File: src/rtl/slkv_pkg.sv
// ----------------------------------------------------------------------------
// slkv_pkg
// shared types, constants and helpers of the skip list key-value store
// ----------------------------------------------------------------------------
package slkv_pkg;

    localparam int MAX_LEVEL  = 6;
    localparam int POOL_NODES = 256;

    localparam int NODE_W  = $clog2(POOL_NODES);
    localparam int ID_W    = NODE_W + 1;
    localparam int LVL_W   = $clog2(MAX_LEVEL + 1);
    localparam int LIDX_W  = $clog2(MAX_LEVEL);
    localparam int LINK_N  = POOL_NODES * MAX_LEVEL;
    localparam int LINK_AW = $clog2(LINK_N);
    localparam int FC_W    = $clog2(POOL_NODES + 1);

    localparam logic [ID_W-1:0]   HEAD_ID   = ID_W'(POOL_NODES);
    localparam logic [31:0]       INT_MAX   = 32'h7FFF_FFFF;
    localparam logic [15:0]       LFSR_MASK = 16'hB400;
    localparam logic [15:0]       SEED_RST  = 16'd44257;

    localparam logic [1:0] KIND_INSERT = 2'd0;
    localparam logic [1:0] KIND_SEARCH = 2'd1;
    localparam logic [1:0] KIND_DELETE = 2'd2;
    localparam logic [1:0] KIND_UNUSED = 2'd3;

    typedef enum logic [2:0] {
        ST_INSERTED = 3'd0,
        ST_UPDATED  = 3'd1,
        ST_FOUND    = 3'd2,
        ST_MISSING  = 3'd3,
        ST_DELETED  = 3'd4,
        ST_REJECTED = 3'd5
    } t_status;

    typedef enum logic [4:0] {
        OP_NONE, OP_LOAD, OP_LINK_RD, OP_LINK, OP_KEY, OP_VAL_RD, OP_VAL,
        OP_UPD, OP_PICK, OP_POP, OP_POP_D, OP_INS_NODE, OP_INS_RD,
        OP_INS_W1, OP_INS_W2, OP_DEL_RD1, OP_DEL_RD2, OP_DEL_W, OP_PUSH,
        OP_LOWER, OP_EMIT
    } t_op;

    typedef enum logic [4:0] {
        S_IDLE, S_LINK_RD, S_LINK, S_KEY, S_DISPATCH, S_VAL_RD, S_VAL,
        S_UPD, S_PICK, S_POP, S_POP_D, S_INS_NODE, S_INS_RD, S_INS_W1,
        S_INS_W2, S_DEL_RD1, S_DEL_RD2, S_DEL_W, S_PUSH, S_LOWER, S_EMIT
    } t_state;

    typedef struct packed {
        t_op     op;
        t_status st;
        logic    in_ready;
    } t_cmd;

    typedef struct packed {
        logic       in_reject;
        logic [1:0] kind;
        logic       hit;
        logic       nxt_head;
        logic       key_less;
        logic       l_zero;
        logic       pool_empty;
        logic       pick_stop;
        logic       pop_fresh;
        logic       pred_head;
        logic       ins_last;
        logic       del_match;
        logic       del_last;
        logic       lower_more;
        logic       out_free;
    } t_stat;

    function automatic logic [LINK_AW-1:0] link_addr(input logic [NODE_W-1:0] node,
                                                     input logic [LIDX_W-1:0] lvl);
        link_addr = LINK_AW'(node) * LINK_AW'(MAX_LEVEL) + LINK_AW'(lvl);
    endfunction

endpackage

File: src/rtl/slkv_ctrl.sv
// ----------------------------------------------------------------------------
// slkv_ctrl
// operation sequencer: walk, then insert, search or delete steps
// ----------------------------------------------------------------------------
module slkv_ctrl (
    input  logic           i_clk,
    input  logic           i_rst_n,
    input  logic           i_in_valid,
    input  slkv_pkg::t_stat i_stat,
    output slkv_pkg::t_cmd  o_cmd
);
    import slkv_pkg::*;

    t_state  r_state, n_state;
    t_status r_st, n_st;

    always_ff @(posedge i_clk) begin
        if (!i_rst_n) begin
            r_state <= S_IDLE;
            r_st    <= ST_REJECTED;
        end else begin
            r_state <= n_state;
            r_st    <= n_st;
        end
    end

    // next state
    always_comb begin
        n_state = r_state;
        n_st    = r_st;
        case (r_state)
            S_IDLE: begin
                if (i_in_valid) begin
                    if (i_stat.in_reject) begin
                        n_st    = ST_REJECTED;
                        n_state = S_EMIT;
                    end else begin
                        n_state = S_LINK_RD;
                    end
                end
            end
            S_LINK_RD: n_state = S_LINK;
            S_LINK: begin
                if (!i_stat.nxt_head) n_state = S_KEY;
                else if (i_stat.l_zero) n_state = S_DISPATCH;
                else n_state = S_LINK_RD;
            end
            S_KEY: begin
                if (i_stat.key_less || !i_stat.l_zero) n_state = S_LINK_RD;
                else n_state = S_DISPATCH;
            end
            S_DISPATCH: begin
                if (i_stat.kind == KIND_SEARCH) begin
                    if (i_stat.hit) n_state = S_VAL_RD;
                    else begin
                        n_st    = ST_MISSING;
                        n_state = S_EMIT;
                    end
                end else if (i_stat.kind == KIND_INSERT) begin
                    if (i_stat.hit) n_state = S_UPD;
                    else if (i_stat.pool_empty) begin
                        n_st    = ST_REJECTED;
                        n_state = S_EMIT;
                    end else n_state = S_PICK;
                end else begin
                    if (i_stat.hit) n_state = S_DEL_RD1;
                    else begin
                        n_st    = ST_MISSING;
                        n_state = S_EMIT;
                    end
                end
            end
            S_VAL_RD: n_state = S_VAL;
            S_VAL: begin
                n_st    = ST_FOUND;
                n_state = S_EMIT;
            end
            S_UPD: begin
                n_st    = ST_UPDATED;
                n_state = S_EMIT;
            end
            S_PICK: if (i_stat.pick_stop) n_state = S_POP;
            S_POP: n_state = i_stat.pop_fresh ? S_INS_NODE : S_POP_D;
            S_POP_D: n_state = S_INS_NODE;
            S_INS_NODE: n_state = S_INS_RD;
            S_INS_RD: n_state = S_INS_W1;
            S_INS_W1: begin
                if (!i_stat.pred_head) n_state = S_INS_W2;
                else if (i_stat.ins_last) begin
                    n_st    = ST_INSERTED;
                    n_state = S_EMIT;
                end else n_state = S_INS_RD;
            end
            S_INS_W2: begin
                if (i_stat.ins_last) begin
                    n_st    = ST_INSERTED;
                    n_state = S_EMIT;
                end else n_state = S_INS_RD;
            end
            S_DEL_RD1: n_state = S_DEL_RD2;
            S_DEL_RD2: n_state = i_stat.del_match ? S_DEL_W : S_PUSH;
            S_DEL_W: n_state = i_stat.del_last ? S_PUSH : S_DEL_RD1;
            S_PUSH: n_state = S_LOWER;
            S_LOWER: begin
                if (!i_stat.lower_more) begin
                    n_st    = ST_DELETED;
                    n_state = S_EMIT;
                end
            end
            S_EMIT: if (i_stat.out_free) n_state = S_IDLE;
            default: n_state = S_IDLE;
        endcase
    end

    // commands
    always_comb begin
        o_cmd.op       = OP_NONE;
        o_cmd.st       = r_st;
        o_cmd.in_ready = 1'b0;
        case (r_state)
            S_IDLE: begin
                o_cmd.in_ready = 1'b1;
                if (i_in_valid) o_cmd.op = OP_LOAD;
            end
            S_LINK_RD:  o_cmd.op = OP_LINK_RD;
            S_LINK:     o_cmd.op = OP_LINK;
            S_KEY:      o_cmd.op = OP_KEY;
            S_VAL_RD:   o_cmd.op = OP_VAL_RD;
            S_VAL:      o_cmd.op = OP_VAL;
            S_UPD:      o_cmd.op = OP_UPD;
            S_PICK:     o_cmd.op = OP_PICK;
            S_POP:      o_cmd.op = OP_POP;
            S_POP_D:    o_cmd.op = OP_POP_D;
            S_INS_NODE: o_cmd.op = OP_INS_NODE;
            S_INS_RD:   o_cmd.op = OP_INS_RD;
            S_INS_W1:   o_cmd.op = OP_INS_W1;
            S_INS_W2:   o_cmd.op = OP_INS_W2;
            S_DEL_RD1:  o_cmd.op = OP_DEL_RD1;
            S_DEL_RD2:  o_cmd.op = OP_DEL_RD2;
            S_DEL_W:    o_cmd.op = OP_DEL_W;
            S_PUSH:     o_cmd.op = OP_PUSH;
            S_LOWER:    o_cmd.op = OP_LOWER;
            S_EMIT:     if (i_stat.out_free) o_cmd.op = OP_EMIT;
            default:    o_cmd.op = OP_NONE;
        endcase
    end

endmodule

File: config.mk
export PLATFORM = sky130hd
export DESIGN_NAME = slkv_ctrl
export DESIGN_NICKNAME = d
export VERILOG_FILES = /design/src/rtl/slkv_pkg.sv /design/src/rtl/slkv_ctrl.sv
export SDC_FILE = /design/constraint.sdc
export NUM_CORES = 1
export LEC_CHECK = 0
export BUFFER_PORTS_ARGS = -buffer_cell sky130_fd_sc_hd__buf_4
export CORE_UTILIZATION = 57
export DETAILED_ROUTE_END_ITERATION = 8
export GPL_TIMING_DRIVEN = 1
export PLACE_DENSITY = 0.85
export SYNTH_ARGS = -nofsm -noshare
export SYNTH_HDL_FRONTEND = slang
export SYNTH_SLANG_ARGS = --single-unit
File: constraint.sdc
create_clock -name i_clk -period 2.9 [get_ports i_clk]
set_input_delay 0.145 -clock i_clk [delete_from_list [all_inputs] [get_ports i_clk]]
set_output_delay 0.145 -clock i_clk [all_outputs]
set_load 0.01 [all_outputs]
### Yosys cells after proc, flatten, opt, wreduce, memory -nomap -nowiden

Index checks and enable logic that the tools add are counted.

* equal/unequal tests: 29
* mux-type cells: 35
* reductions and logical operators: 8

Operator list (count)
* 5-bit case mux with 20 select lines: 2
* 5-bit two-way mux: 15
* 5-bit by 4-bit == test with 1-bit output, second input constant: 8
* 3-bit two-way mux: 13
* 5-bit == test, second input constant: 5
* 3-bit case mux with 7 select lines: 1
* 5-bit by 3-bit == test with 1-bit output, second input constant: 4
* 2-bit != test, second input constant: 6
* 5-bit by 2-bit == test with 1-bit output, second input constant: 2
* 4-bit != test, second input constant: 2
* 7-bit AND reduction: 1
* 7-bit nonzero test: 1
* 5-bit by 1-bit == test with 1-bit output, second input constant: 1
* 5-bit zero test: 1
* 4-bit AND reduction: 1
* 1-bit two-way mux: 3
* 2-bit by 1-bit == test with 1-bit output, second input constant: 1
* 2-bit zero test: 1
* 2-bit two-way mux: 1
* 2-bit OR reduction: 1
* 1-bit zero test: 1
* 1-bit logical OR: 1

* register bits: 8
* logic and storage cells: 74

### Logic depth before layout (Yosys ltp)

* word-level depth: 5
* gate-level depth with buffers: 8
* gate-level depth less buffers: 5

### Least setup slack after synthesis

No wires, ideal clock.

* path type: register -> register
* from: register r_state[0]
* to: register r_state[4]
* data arrival time: 1.252 ns
* setup slack: 1.526 ns
* cell stages (with the launch flop): 7
* buffers on the path: 2
* clock period less this slack: 1.374 ns
* cells stage by stage: dfxtp_1 > buf_4 > buf_6 > o21ai_0 > o21ai_0 > a2111oi_2 > o21ai_2

* longest elaborated chain between the ends: 3
* elaborated cells between the ends (all ways): 28
* classes of those cells: 24 x eq/ne; 1 x mux; 3 x reduce/logical

Ends and longest elaborated chain
* from (decl): line slkv_ctrl.sv:14 `t_state r_state, n_state;`
* from (signal assigned): line slkv_ctrl.sv:22 `r_state <= n_state;`
* 5-bit by 3-bit == test with 1-bit output (tied with other cells): line slkv_ctrl.sv:31 `case (r_state)`
* 2-bit OR reduction (no line) or 2-bit != test (tied branches)
* 5-bit case mux with 20 select lines or 4-bit AND reduction (tied branches)

Several ways; a longest one is shown, not always the timed one.
A chain may end at the register's enable or synchronous reset.

==> summary.md <==
The average instance area after synthesis was 7.020 sq um; the net count of the mapped netlist was 173. Measured against its own limit, the worst slew margin works out to 31.51%. The number of hold violations in the final report was 0; the routed length per placed instance was 15.38 microns. The run finished with clean final reports. The number of H-tree levels was 1.

For this design, the slowest cell found on the critical path is dfxtp_1. The top cell type's share of synthesized area works out to 14.81%. The logs give 3045 microns for the aggregate routed wire length and 0.5057 nW for the reported leakage power. After clock tree synthesis, the clock-pin slew on the worst setup and hold paths is 0.06 ns. For this design, the CTS-stage hold fixing added 0 buffers. The number of nets still failing antenna checks after routing is 0, and the net switching power of the design is 0.0006513 W. Walking the worst path, the cells encountered are nor2b_1 > mux2i_1 > o22ai_1 > buf_4. The arrival time of data at the critical path endpoint came out at 2.03 ns. The tree is rooted in a clkbuf_4. In this run the vertical extent of the chip is 45.55 microns.

Summed over all instances, the cell type with the most area after synthesis is dfxtp_1. Between clock sinks in the finished design, the worst skew comes to 0.01098 ns. For this run, the share of the core covered by cells in the final layout is 71.68%. In this run, the combinational gates consume 67.6% of the power. The post-route DRC violation count came out at 0.

Setup repair after global routing left no endpoint under its margin. The post-CTS setup buffer count is 0. Across all setup checks in the final design, the least slack found is 0.7217 ns. The number of max-cap violations was 0; the area of the die was 2075 sq um. The detailed router placed 1280 vias in this run. Largest buffer count on any clock path: 2. The dominant synthesized flop cell is dfxtp_1. The repair_antennas step left the layout with diodes totalling 0. The number of synthesized flops with an enable pin is 0. Dividing the detail-routed via count by the number of cells gives 6.465. The proportion of synthesized chip area in sequential cells came out at 14.81%. The required time at the endpoint of the critical path is 2.76 ns. The logs give 8 for the total clock sinks and 4788 microns for the wire length of the first global-routing pass.

Leaving out fill and tap cells, the most frequent cell in the layout is buf_4. The largest single stage delay on the critical path is 1.00 ns. After layout, the minimum clock period comes to 2.178 ns. Buffers placed on the I/O ports in this run total 27. The worst setup path is launched from a flop. Net switching is 52.39% of the power. In this run, the number of DRC markers left after iteration 0 of detailed routing was 73.

The tightest min-delay check is of the in2reg type. The share of flip-flops with an asynchronous set or reset works out to 0%. The total iterations of the first detailed-routing run was 5; the clock buffer count from CTS was 3. The largest net degree at the start of global routing was 32; the number of nets in the layout was 194. The critical path is of the reg2out type. The run gives 0 as the number of pins with negative max-slew slack in the final report. Prior to clock tree synthesis, the placed netlist has a worst setup slack of 0.8878 ns.

Yosys printed 0 warnings. Across all hold checks on the routed design, the worst slack comes to 0.1427 ns. The internal portion of the total power is 0.0005919 W. In the layout the commonest cells are buf_4 (30), nor2_1 (14), a21oi_1 (13), nand2_1 (9), inv_1 (9). The run gives 0 as the initial antenna violation count.

The clock latency at the later pin of the worst-skew pair was 0.27 ns; the number of top-level design ports was 28. Summed over all nets, the half-perimeter wirelength after detailed placement is 2176 microns. TritonCTS built the clock tree. Summed over all failing endpoints, the final setup total negative slack is 0 ns. At the pin with the least slew margin, the transition time is 1.026 ns.

The total power per unit cell area was 993.6 nW/um^2. The run gives 0 as the setup violation total in the final timing report. Yosys mapped the design onto 51 distinct sky130hd cell types. Cells with a size suffix above 1 make up 23.70% of the layout. The all-layer global routing usage was 31.26%. The final cycle utilization of the critical path works out to 75.11%. Instance count of the mapped netlist: 154. The row count is 15, and the post-synthesis register bit count is 8.

In this run, the clock network consumes 7.5% of the power. Sequential cells burn 25.0% of the power. Along the worst path, the maximum fanout reaches 31. The mapped netlist covers 1081 sq um. Once the clock tree was built, the resizer swapped 0 gates to a different size. Final weighted congestion in routability-driven placement: 0.9141.

The peak supply drop is 0.4759 mV, and the chip width is 45.55 microns. After global routing the overflow that remains totals 0. For this run, the top clock speed supported by timing is 459.1 MHz.

The number of global-route vias before repair was 1137. Kind of capture point of the worst setup path: an output pin. The area growth from synthesis to final layout was 15.74%; the starting density of the core was 61.94%. The area inside the core boundary came out at 1745 sq um. In the post-synthesis netlist, the biggest area contributors are dfxtp_1 (15%), a21oi_1 (6.0%), buf_4 (5.6%).
registers in the layout (all words and copies together), names as in the netlist:
signal and count:
r_state 5, r_st 3
cells in the mapped netlist (2+ instances only):
cell / instances
or2_1: 2
nor4_1: 3
nor2_1: 14
nand3_1: 4
mux2i_1: 4
inv_1: 9
nor3_1: 8
a211oi_1: 2
buf_2: 3
nor2b_1: 2
a21o_1: 2
buf_6: 3
a41o_1: 2
nand2_1: 9
nand4_1: 2
buf_4: 8
a31oi_1: 3
o22ai_1: 5
nand3b_1: 3
nand2b_1: 4
o2111ai_1: 2
and3_1: 2
a21oi_1: 13
o21ai_1: 3
dfxtp_1: 8
o21ai_0: 7
a22oi_1: 3
per-layer routing:
| metal | wire (microns) | track usage (%) |
|---|---|---|
| met5 | 0 | 0 |
| met4 | 85 | 15.15 |
| met3 | 277 | 6.349 |
| met2 | 1407 | 50.29 |
| met1 | 1274 | 39.29 |
final cells by class:
| type | count | area (sq um) |
|---|---|---|
| clock buffer | 3 | 22.52 |
| timing repair buffer | 30 | 225.2 |
| multi-input combinational | 122 | 774.5 |
| sequential | 8 | 160.2 |
| fill | 157 | 494.2 |
| inverter | 10 | 37.54 |
| tap | 25 | 31.28 |
cell families (layout without fill, tap and decap cells):
kind of cell	count (synthesis)	count (layout)	synth area share [%]
AO/OA/AOI/OAI	54	54	34.49
buffers and inverters	24	43	13.54
flip-flops	8	8	14.81
multiplexers	4	4	3.704
AND/OR/NAND/NOR	64	64	33.45
per-stage QoR:
| stage | std cells | total power [W] | cell area [sq um] |
|---|---|---|---|
| 4_1_cts | 198 | 0.001221 | 1251 |
| 5_1_grt | 198 | 0.001340 | 1251 |
| 6_report | 198 | 0.001243 | 1251 |
| 3_3_place_gp | 195 | 0.001099 | 1229 |
| 3_5_place_dp | 195 | 0.001124 | 1229 |
| 2_1_floorplan | 154 | 0.0009559 | 1081 |
final timing paths:
path	start	slack, ns	cells past startpoint	to
max	r_state[0]$_SDFFE_PN0P_	0.72	4	o_cmd[5]
min	i_rst_n	0.14	3	r_state[2]$_SDFFE_PN0P_
max reg2reg	r_state[0]$_SDFFE_PN0P_	0.82	5	r_st[1]$_SDFFE_PN0P_
min reg2reg	r_st[1]$_SDFFE_PN0P_	0.50	2	r_st[1]$_SDFFE_PN0P_
critical path: cells and delay by family, from the launching register on:
kind | cells | cell delay [ns]
buf+inv | 1 | 0.15
compound gates | 1 | 0.19
simple gates | 1 | 0.30
flops | 1 | 1.00
mux | 1 | 0.11
power groups by stage:
stage                     logic [W]  clock network, W  registers [W]
after floorplan            0.000785                 0       0.000170
after global placement     0.000802                 0       0.000298
after detailed placement   0.000822                 0       0.000302
after CTS                  0.000828         0.0000926       0.000301
after global routing       0.000921         0.0000986       0.000321
final                      0.000840         0.0000926       0.000310
Note: power is estimated with default switching activity, not from simulation.
